**src/rtl/assert_macros.svh**
```systemverilog
// Assertion shorthands shared by the ring reader RTL.
// All of them sample on clk and are held off while rst_n is low.
`ifndef ASSERT_MACROS_SVH
`define ASSERT_MACROS_SVH

// cond must hold at every edge outside reset
`define CRCR_ASSERT(name, cond, msg) \
    name: assert property (@(posedge clk) disable iff (!rst_n) (cond)) else $error(msg);

// ante in this cycle implies cons in the same cycle
`define CRCR_ASSERT_IMP(name, ante, cons, msg) \
    name: assert property (@(posedge clk) disable iff (!rst_n) (ante) |-> (cons)) \
        else $error(msg);

// ante in this cycle implies the sequence cons starting next cycle
`define CRCR_ASSERT_NXT(name, ante, cons, msg) \
    name: assert property (@(posedge clk) disable iff (!rst_n) (ante) |=> (cons)) \
        else $error(msg);

`endif

```
**src/rtl/crcr_pkg.sv**
```systemverilog
package crcr_pkg;

    localparam int CAPACITY = 4096;                // power of two: slot is total[ADDR_W-1:0]
    localparam int ADDR_W   = $clog2(CAPACITY);
    localparam int MAX_READ = 64;
    localparam int LEN_W    = 7;
    localparam int POS_W    = 32;

    localparam logic [1:0] CMD_CAPTURE = 2'd0;
    localparam logic [1:0] CMD_READ    = 2'd1;
    localparam logic [1:0] CMD_RESTART = 2'd2;

    typedef struct packed {
        logic accept;   // input beat taken this cycle
        logic clamp;    // fit cursor into window
        logic count;    // compute beat count
        logic fetch;    // read store at cursor
        logic load;     // load output register
    } crcr_ctl_t;

    typedef struct packed {
        logic out_free;     // output register empty or draining
        logic final_beat;   // beat being loaded ends the read
    } crcr_stat_t;

endpackage

```
**src/rtl/crcr_ctrl.sv**
```systemverilog
`include "assert_macros.svh"

module crcr_ctrl (
    input  logic                  clk,
    input  logic                  rst_n,
    input  logic                  in_valid,
    output logic                  in_ready,
    input  logic [1:0]            cmd,
    input  crcr_pkg::crcr_stat_t  stat,
    output crcr_pkg::crcr_ctl_t   ctl
);
    import crcr_pkg::*;

    localparam logic [2:0] S_IDLE  = 3'd0;
    localparam logic [2:0] S_CLAMP = 3'd1;
    localparam logic [2:0] S_COUNT = 3'd2;
    localparam logic [2:0] S_FETCH = 3'd3;
    localparam logic [2:0] S_LOAD  = 3'd4;

    logic [2:0] state_reg;
    logic [2:0] state_next;
    logic       read_go;

    always_ff @(posedge clk or negedge rst_n)
    begin
        if (!rst_n)
        begin
            state_reg <= S_IDLE;
        end
        else
        begin
            state_reg <= state_next;
        end
    end

    always_comb
    begin
        ctl        = '0;
        state_next = state_reg;
        in_ready   = (state_reg == S_IDLE);
        ctl.accept = in_valid && in_ready;
        unique case (state_reg)
            S_IDLE:
            begin
                if (ctl.accept && (cmd == CMD_READ))
                begin
                    state_next = S_CLAMP;
                end
            end
            S_CLAMP:
            begin
                ctl.clamp  = 1'b1;
                state_next = S_COUNT;
            end
            S_COUNT:
            begin
                ctl.count  = 1'b1;
                state_next = S_FETCH;
            end
            S_FETCH:
            begin
                ctl.fetch  = 1'b1;
                state_next = S_LOAD;
            end
            S_LOAD:
            begin
                // wait here while the previous beat is still stalled
                if (stat.out_free)
                begin
                    ctl.load   = 1'b1;
                    state_next = stat.final_beat ? S_IDLE : S_FETCH;
                end
            end
            default:
            begin
                state_next = S_IDLE;
            end
        endcase
    end

    assign read_go = ctl.accept && (cmd == CMD_READ);

    `CRCR_ASSERT_NXT(a_read_to_clamp, read_go, state_reg == S_CLAMP, "read skipped clamp")
    `CRCR_ASSERT_NXT(a_clamp_to_count, state_reg == S_CLAMP, state_reg == S_COUNT, "no count")
    `CRCR_ASSERT_NXT(a_count_to_fetch, state_reg == S_COUNT, state_reg == S_FETCH, "no fetch")

endmodule

```
**config.mk**
```make
export PLATFORM = sky130hd
export DESIGN_NAME = crcr_ctrl
export DESIGN_NICKNAME = d
export VERILOG_FILES = /design/src/rtl/crcr_pkg.sv /design/src/rtl/crcr_ctrl.sv
export VERILOG_INCLUDE_DIRS = /design/src /design/src/rtl
export SDC_FILE = /design/constraint.sdc
export NUM_CORES = 1
export LEC_CHECK = 0
export BUFFER_PORTS_ARGS = -buffer_cell sky130_fd_sc_hd__buf_2
export CELL_PAD_IN_SITES_DETAIL_PLACEMENT = 1
export CELL_PAD_IN_SITES_GLOBAL_PLACEMENT = 2
export CORE_AREA = 2 2 39 41
export DETAILED_ROUTE_END_ITERATION = 10
export DIE_AREA = 0 0 41 43
export PLACE_DENSITY = 0.59
export SLEW_MARGIN = 30
export SYNTH_ARGS = -nofsm -noshare
export SYNTH_HDL_FRONTEND = slang
export SYNTH_SLANG_ARGS = --single-unit
```
**constraint.sdc**
```tcl
create_clock -name clk -period 1.3 [get_ports clk]
set_clock_uncertainty 0.2 [all_clocks]
set_input_delay 0.13 -clock clk [delete_from_list [all_inputs] [get_ports clk]]
set_output_delay 0.13 -clock clk [all_outputs]
set_load 0.02 [all_outputs]
```
# Yosys cells after proc, flatten, opt, wreduce, memory -nomap -nowiden
# Cells that the tools add are included.
# op_classes
n_eq_ne	7
mux	9
reduce_logical	4
# ops
op	count
3-bit case mux with 5 select lines	1
3-bit by 2-bit equality test with 1-bit output, second input constant	2
3-bit two-way mux	2
1-bit two-way mux	5
3-bit by 1-bit equality test with 1-bit output, second input constant	1
3-bit equality test, second input constant	1
3-bit zero test	1
2-bit by 1-bit equality test with 1-bit output, second input constant	1
1-bit logical AND	2
2-bit two-way mux	1
2-bit by 1-bit inequality test with 1-bit output, second input constant	1
2-bit inequality test, second input constant	1
2-bit AND reduction	1
# totals
inputBits	7
out_inout_bits	6
register_bits	3
elab_cells	21

# Logic depth before layout (Yosys ltp)
# Gate-level depths: netlist (run 1).
# depth
word_depth	5
mapped_depth	2
ltp_nobuf	2

# Worst setup path before layout (run 1)
# No wires, ideal clock.
# synth_path
kind	register to output
start	register state_reg[2]
end	output port ctl[4] (netlist bit)
stages_incl_launch_ff	3
arrival_ns	1.296
required_ns	0.970
setup_slack_ns	-0.326
cell_sequence	dfrtp_1 -> nor3_1 -> and2_1
# synth_rtl
element	line	rtl
from (decl)	crcr_ctrl.sv:20	logic [2:0] state_reg;
from (signal assigned)	crcr_ctrl.sv:32	state_reg <= state_next;
to (decl)	crcr_ctrl.sv:10	output crcr_pkg::crcr_ctl_t ctl

==> impl_metrics.yaml, run 1 <==
floorplan:
  io-pin-count: 13
  die_y_um: 43
  initial_core_util_pct: 14.0
  core_region_area_sq_um: 1380
  num_rows: 14
  dieArea_sq_um: 1760
  die_w_um: 41
yosys:
  syn_area_sq_um: 194
  synth_warnings: 0
  avgSynthCellArea_sq_um: 10.8
  synth.top_cell.area_share_pct: 38.7
  synth_seq_area_share_pct: 38.7
  synth_top_area_cell: "dfrtp_1"
  synth-seq-cells: 3
  synthesis.instances: 18
  synth.distinct_cells: 14
  synth.area.top_cells: "dfrtp_1, or4bb_1, o32ai_2"
  syn_nets: 25
cells_and_area:
  layout_commonest_cell: "buf_6"
  largest_reg_flops: 3
  n_antenna_cell: 0
  syn_to_final_growth_pct: 161
  final_nets: 54
  drive_gt1_share_pct: 80.4
  mostFrequentLayoutCells: "buf_6, buf_4, buf_2"
  layout.cells.non_filler: 62
  final_util_pct: 36.5
  post-route-cell-area_sq_um: 505
placed_design:
  numPortBuffers: 12
  place_ws_ns: -0.123
  hpwl_um: 587
  dpl-instance-area_sq_um: 342
  dpl.cell_count: 52
  routabilityCongestion: 0.618
drt:
  routed-via-count: 256
  wl_um: 827
  ant_nets: 0
  drcViolationCount: 0
  first_iter_violations: 0
  drt_first_pass_iters: 1
  wl_per_cell_um: 13.3
  routed_via_density: 4.13
sta:
  worst_slew_pin_slew_ns: 0.250
  rsz0062_at_grt: "yes"
  min_period_ns: 1.59
  fmax_mhz: 629
  slew_viol_final: 0
  fin_crit_sh_pct: 122
  setup_viol: 9
  setup_slack_ns: -0.289
  finalHoldViolations: 0
  maxSlewHeadroom_pct: 83.2
power_and_ir_drop:
  p_sw_share_pct: 38.3
  power.switching_uw: 503
  combPwrFrac_pct: 72.2
  power.density_nw_per_um2: 2600
  clockPowerShare_pct: 12.1
  power.leakage_uw: 0.000223
  ir_drop_uv: 966
  p_seq_share_pct: 15.7
  internal_power_uw: 809
grt:
  grt_pass1_wl_mm: 1.29
  grt_max_degree: 7
  grt.met3_usage_pct: 5.24
  antenna_found_initial: 0
  grt.busiest_layer: "met2"
  gr-usage-all-layers_pct: 12.2
  grt.overflow.total: 0
  grt_util_met1_pct: 12.3
  grt_pass1_vias: 292
  grt_use_met2_pct: 18.1
clocking:
  cts-root-buf: "clkbuf_4"
  numCtsBuffers: 3
  clock_latency_ns: 0.23
  cts_tree: "built"
  ctsLongestPathBuffers: 2
  htreeDepth: 1
  cts_sinks: 3
  path_clk_slew_ns: 0.04
setup_path:
  cp_max_fo: 2
  path_class: "reg -> out"
  end_kind: "output port"
  required_ns: 0.97
  cp.arrival_ns: 1.26
  start_kind: "flop"
status:
  outcome: "finished, violations left"
  violations: "negative setup slack"
flow_run:
  cap_viol_max_count: 0
worst_hold_path:
  worst_hold_path_type: "in -> reg"
[what timing repair did]
item	in CTS	in global routing
hold endpoints to repair	6	0
resized for setup	17	4
setup buffers	2	1
endpoints found under the setup margin	8	9
hold buffers	3	0
cloned	0	0
pin swaps	5	6
[Yosys cell counts]
| cell | count |
|---|---|
| a31oi_1 | 1 |
| o21bai_1 | 1 |
| nor2_1 | 2 |
| and3b_2 | 1 |
| and2_1 | 1 |
| nor3_1 | 1 |
| xnor2_1 | 1 |
| nand2b_1 | 1 |
| dfrtp_1 | 3 |
| o32ai_2 | 1 |
| nor3b_1 | 1 |
| or4bb_1 | 2 |
| or3b_4 | 1 |
| inv_1 | 1 |
[kinds of logic after synthesis]
family                 after synthesis  synth area share (%)
AO/OA/AOI/OAI                        3                  15.5
XOR/XNOR                             1                  4.52
buffers and inverters                1                  1.93
flip-flops                           3                  38.7
AND/OR/NAND/NOR                     10                  39.4
[final cells by class]
cell class,count,area (sq um)
tap,16,20.0
timing repair buffer,24,203
multi-input combinational,14,174
clock buffer,4,26.3
fill,166,878
sequential,3,78.8
inverter,1,3.75
[critical path: stages, from the launching register on]
cell     delay [ns]
dfrtp_2        0.41
or3b_4         0.42
nor2_4         0.09
buf_6          0.12
[metrics by stage]
step	TNS, ns	total power (uW)	hold WS (ns)
after global routing	-2.32	1410	0.0259
final	-1.87	1310	0.0245
after floorplan	-0.181	549	-0.366
after CTS	-1.84	1250	-0.0137
after detailed placement	-0.323	829	-0.270
after global placement	-0.231	811	-0.273
[power groups by stage]
stage                     Clock, uW  Sequential, uW  Combinational [uW]
final                           159             206                 947
after global routing            180             216                1020
after CTS                       169             207                 871
after detailed placement          0             202                 627
after global placement            0             198                 613
after floorplan                   0             232                 316
[routing by layer]
| layer | part of all wire [%] | up-vias |
|---|---|---|
| li1 | - | 124 |
| met4 | 1.5 | 0 |
| met1 | 34 | 117 |
| met2 | 57 | 13 |
| met3 | 7.3 | 2 |
| met5 | 0 | - |
[final timing paths]
| check | startpoint | end | slack (ns) | cells past startpoint |
|---|---|---|---|---|
| worst min register to register | state_reg[0]$_DFFE_PN0P_ | state_reg[0]$_DFFE_PN0P_ | 0.40 | 2 |
| worst max register to register | state_reg[0]$_DFFE_PN0P_ | state_reg[1]$_DFFE_PN0P_ | -0.27 | 4 |
| max in group asynchronous | rst_n | state_reg[2]$_DFFE_PN0P_ | 0.75 | 2 |
| min in group asynchronous | rst_n | state_reg[0]$_DFFE_PN0P_ | 0.03 | 2 |
| worst min-delay path | cmd[1] | state_reg[0]$_DFFE_PN0P_ | 0.02 | 3 |
| worst max-delay path | state_reg[0]$_DFFE_PN0P_ | ctl[0] | -0.29 | 3 |
(Power assumes the default switching activity.)
==> run 2, diff against run 1 <==
CTS_BUF_LIST = sky130_fd_sc_hd__clkbuf_4   (was default)
==> run 2 against run 1 <==
  * The run still ends with negative setup slack left
  * Global-route usage did not move
  * Sequential share of layout area fell by 0.11 points
  * Clock power rose by 13%
  * Utilization rose by 0.27 points
  * Final cell count did not move
  * Sequential cell count did not move
  * Critical endpoint unchanged
  * Setup slack got worse by 0.00092 ns
  * Highest routed layer unchanged
  * Register-to-register slack barely moved
==> impl_metrics.yaml, run 2 (same netlist as run 1, synthesis figures left out) <==
placed_design:
  dpl.cell_count: 52
  numPortBuffers: 12
  hpwl_um: 587
  routabilityCongestion: 0.618
  place_ws_ns: -0.123
power_and_ir_drop:
  power.switching_uw: 504
  internal_power_uw: 830
  power.density_nw_per_um2: 2620
  clockPowerShare_pct: 13.5
  ir_drop_uv: 966
  combPwrFrac_pct: 71.0
  p_seq_share_pct: 15.5
  p_sw_share_pct: 37.8
  power.leakage_uw: 0.000227
clocking:
  ctsLongestPathBuffers: 2
  cts_tree: "built"
  htreeDepth: 1
  cts-root-buf: "clkbuf_4"
  cts_sinks: 3
  clock_latency_ns: 0.23
  path_clk_slew_ns: 0.04
  numCtsBuffers: 3
sta:
  fmax_mhz: 629
  worst_slew_pin_slew_ns: 0.250
  rsz0062_at_grt: "yes"
  slew_viol_final: 0
  setup_viol: 9
  timing.hold.ws_ns: 0.0235
  fin_setup_tns_ns: -1.87
  finalHoldViolations: 0
  maxSlewHeadroom_pct: 83.2
  fin_crit_sh_pct: 122
  min_period_ns: 1.59
  setup_slack_ns: -0.290
setup_path:
  cp_max_fo: 2
  crit_family: "simple AND/OR/NAND/NOR gates"
  slowest_delay_ns: 0.42
  end_kind: "output port"
  crit_buf_inv: 1
  r2r_end: "state_reg[1]$_DFFE_PN0P_"
  r2r_cells: 4
  crit_chain: "or3b_4, nor2_4, buf_6"
  slowest_stage: "or3b_4"
  crit_cells: 3
  required_ns: 0.97
  cp.arrival_ns: 1.26
  reg2reg_from: "state_reg[0]$_DFFE_PN0P_"
  r2r_slack_ns: -0.27
  start_kind: "flop"
  path_class: "reg -> out"
cells_and_area:
  final_nets: 54
  drive_gt1_share_pct: 82.6
  final_util_pct: 36.8
  layout_commonest_cell: "buf_6"
  largest_reg_flops: 3
  n_antenna_cell: 0
  layout.cells.non_filler: 62
  syn_to_final_growth_pct: 163
  mostFrequentLayoutCells: "buf_6, buf_4, buf_2, clkbuf_4"
status:
  outcome: "finished, violations left"
  violations: "negative setup slack"
floorplan:
  die_w_um: 41
  io-pin-count: 13
  dieArea_sq_um: 1760
  die_y_um: 43
  initial_core_util_pct: 14.0
  num_rows: 14
  core_region_area_sq_um: 1380
drt:
  first_iter_violations: 0
  drt_first_pass_iters: 1
  wl_per_cell_um: 13.4
  drcViolationCount: 0
  wl_um: 828
  routed_via_density: 4.13
  routed-via-count: 256
  ant_nets: 0
worst_hold_path:
  worst_hold_path_type: "in -> reg"
  min_to: "state_reg[0]$_DFFE_PN0P_"
  holdPathStages: 3
  min_from: "cmd[1]"
grt:
  gr-usage-all-layers_pct: 12.2
  grt.overflow.total: 0
  grt_max_degree: 7
  grt_pass1_vias: 292
  grt_pass1_wl_mm: 1.29
  antenna_found_initial: 0
flow_run:
  cap_viol_max_count: 0
[run 2: changes by cell type in the layout (fill, tap and decap cells not counted)]
cell	before	now
clkbuf_1	1	0
clkbuf_4	3	4
[run 2: power by group through the flow]
stage / logic [uW] / clock network, uW / registers [uW]
2_1_floorplan: 316 / 0 / 232
3_5_place_dp: 627 / 0 / 202
3_3_place_gp: 613 / 0 / 198
6_report: 947 / 180 / 206
5_1_grt: 1020 / 201 / 216
4_1_cts: 871 / 191 / 207
[run 2: worst min-delay path, cell delays in order]
cell and delay [ns]:
buf_2 0.07, or4bb_1 0.12, a31oi_2 0.09
[run 2: layer usage]
layer  GRT usage, %  routed length (um)
met5              0                   0
met4           10.0                  12
met3           5.24                  60
met2           18.1                 472
met1           12.3                 282
[run 2: cell type report]
class	instances	area (sq um)
Clock buffer	4	30.0
Fill cell	166	875
Inverter	1	3.75
Multi-Input combinational cell	14	174
Sequential cell	3	78.8
Tap cell	16	20.0
Timing Repair Buffer	24	203
[run 2: timing repair]
action | 4_1_cts | 5_1_grt
endpoints found under the hold margin | 6 | 0
setup endpoints to repair | 8 | 9
setup buffers | 2 | 1
pin swaps | 5 | 6
hold buffers | 3 | 0
gates resized for setup | 17 | 4
[run 2: per-stage QoR]
stage / total power (uW) / area [sq um]
floorplan: 549 / 216
global route: 1440 / 509
finish: 1330 / 509
global placement: 811 / 342
detailed placement: 829 / 342
CTS: 1270 / 477
[run 2: worst max-delay path by stage]
stage                                        start  slack, ns                  endpoint
after floorplan           state_reg[0]$_DFFE_PN0P_      -0.05  state_reg[1]$_DFFE_PN0P_
after global placement    state_reg[1]$_DFFE_PN0P_      -0.09                    ctl[0]
after detailed placement  state_reg[1]$_DFFE_PN0P_      -0.12  state_reg[0]$_DFFE_PN0P_
after CTS                 state_reg[1]$_DFFE_PN0P_      -0.32                    ctl[0]
after global routing      state_reg[0]$_DFFE_PN0P_      -0.35                    ctl[0]
final                     state_reg[0]$_DFFE_PN0P_      -0.29                    ctl[0]
==> run 3, diff against run 2 <==
SKIP_CTS_REPAIR_TIMING = 1   (was default)
==> run 3 against run 2 <==
  * The flow still finishes with violations (negative setup slack)
  * Final cell count grew 3.2%
  * Total power grew 1.0%
  * Clock power is essentially flat
  * First-iteration DRC count is the same
  * Design area grew 0.74%
==> impl_metrics.yaml, run 3 (same netlist as run 1, synthesis figures left out) <==
status:
  outcome: "finished, violations left"
  violations: "negative setup slack"
cells_and_area:
  fill_cells: 166
  syn_to_final_growth_pct: 165
  mostFrequentLayoutCells: "buf_4, buf_6, buf_2, clkbuf_4"
  seqCellArea_sq_um: 78.8
  multiInputGateArea_sq_um: 163
  n_antenna_cell: 0
  layout_commonest_cell: "buf_4"
  post-route-cell-area_sq_um: 513
  drive_gt1_share_pct: 83.3
  final_nets: 56
  largest_reg_flops: 3
sta:
  rsz0062_at_grt: "yes"
  fmax_mhz: 626
  fin_crit_sh_pct: 123
  slew_viol_final: 0
  setup_viol: 9
  setup_slack_ns: -0.298
  min_period_ns: 1.60
  maxSlewHeadroom_pct: 87.1
  worst_slew_pin_slew_ns: 0.193
  finalHoldViolations: 0
flow_run:
  cap_viol_max_count: 0
clocking:
  clock_latency_ns: 0.23
  path_clk_slew_ns: 0.04
  cts_tree: "built"
  numCtsBuffers: 3
  cts-root-buf: "clkbuf_4"
  cts_sinks: 3
  ctsLongestPathBuffers: 2
  htreeDepth: 1
grt:
  grt_pass1_vias: 265
  antenna_found_initial: 0
  grt.overflow.total: 0
  grt_max_degree: 7
  grt_pass1_wl_mm: 1.15
  gr-usage-all-layers_pct: 10.9
floorplan:
  dieArea_sq_um: 1760
  initial_core_util_pct: 14.0
  num_rows: 14
  die_y_um: 43
  io-pin-count: 13
  core_region_area_sq_um: 1380
  die_w_um: 41
setup_path:
  cp_max_fo: 4
  r2r_slack_ns: -0.18
  r2r_end: "state_reg[1]$_DFFE_PN0P_"
  cp.arrival_ns: 1.27
  start_kind: "flop"
  r2r_cells: 3
  crit_chain: "or3b_4, nor2_4, buf_6"
  crit_buf_inv: 1
  slowest_delay_ns: 0.42
  path_class: "reg -> out"
  crit_family: "simple AND/OR/NAND/NOR gates"
  required_ns: 0.97
  end_kind: "output port"
  reg2reg_from: "state_reg[1]$_DFFE_PN0P_"
  slowest_stage: "dfrtp_2"
drt:
  routed-via-count: 264
  ant_nets: 0
  routed_via_density: 4.13
  wl_um: 846
  wl_per_cell_um: 13.2
  drt_first_pass_iters: 1
  first_iter_violations: 0
  drcViolationCount: 0
power_and_ir_drop:
  power.density_nw_per_um2: 2630
  total_power_uw: 1350
  power.leakage_uw: 0.000235
  ir_drop_uv: 892
placed_design:
  dpl-instance-area_sq_um: 342
  routabilityCongestion: 0.618
  hpwl_um: 587
  numPortBuffers: 12
worst_hold_path:
  min_from: "cmd[1]"
  worst_hold_path_type: "in -> reg"
  holdPathStages: 3
  min_to: "state_reg[0]$_DFFE_PN0P_"
run 3: cell count changes in the layout (fill, tap and decap cells not counted), sizes merged:
cell and change:
buf +2
run 3: worst min-delay path, stage by stage:
cell and delay, ns:
buf_2 0.07, or4bb_1 0.12, a31oi_2 0.09
run 3: metal layers:
metal	up-vias	GRT usage, %	share of wire, %
li1	129	-	-
met1	120	9.74	32
met2	13	16.6	58
met3	2	5.24	8.3
met4	0	10.0	1.4
met5	-	0	0
run 3: area by class of cell:
type / count / area share, %
well taps: 16 / 3.90
inverters: 1 / 0.732
clock buffers: 4 / 5.85
flip-flops and latches: 3 / 15.4
repair buffers: 26 / 42.4
multi-input cells: 14 / 31.7
run 3: worst max path at each step:
stage                        startpoint                  endpoint  slack [ns]  cells past startpoint
6_report       state_reg[1]$_DFFE_PN0P_                    ctl[0]       -0.30                      3
5_1_grt        state_reg[1]$_DFFE_PN0P_                    ctl[0]       -0.35                      3
4_1_cts        state_reg[1]$_DFFE_PN0P_                    ctl[0]       -0.35                      3
3_5_place_dp   state_reg[1]$_DFFE_PN0P_  state_reg[0]$_DFFE_PN0P_       -0.12                      2
3_3_place_gp   state_reg[1]$_DFFE_PN0P_                    ctl[0]       -0.09                      3
2_1_floorplan  state_reg[0]$_DFFE_PN0P_  state_reg[1]$_DFFE_PN0P_       -0.05                      2
run 3: report_power, final:
group          leakage (uW)  internal, uW  switching (uW)
clock             0.0000184           136            45.0
sequential        0.0000343           149            52.9
combinational      0.000182           565             401
run 3: through the flow:
step | std cells | utilization (%) | TNS [ns] | hold slack, ns | setup WS, ns
2_1_floorplan | 18 | - | -0.181 | -0.366 | -0.0457
6_report | 64 | 37.1 | -2.00 | 0.0238 | -0.298
4_1_cts | 56 | 26.9 | -1.83 | -0.520 | -0.353
5_1_grt | 64 | 37.1 | -2.40 | 0.0256 | -0.353
3_3_place_gp | 52 | 24.7 | -0.231 | -0.273 | -0.0895
3_5_place_dp | 52 | 24.7 | -0.323 | -0.270 | -0.123
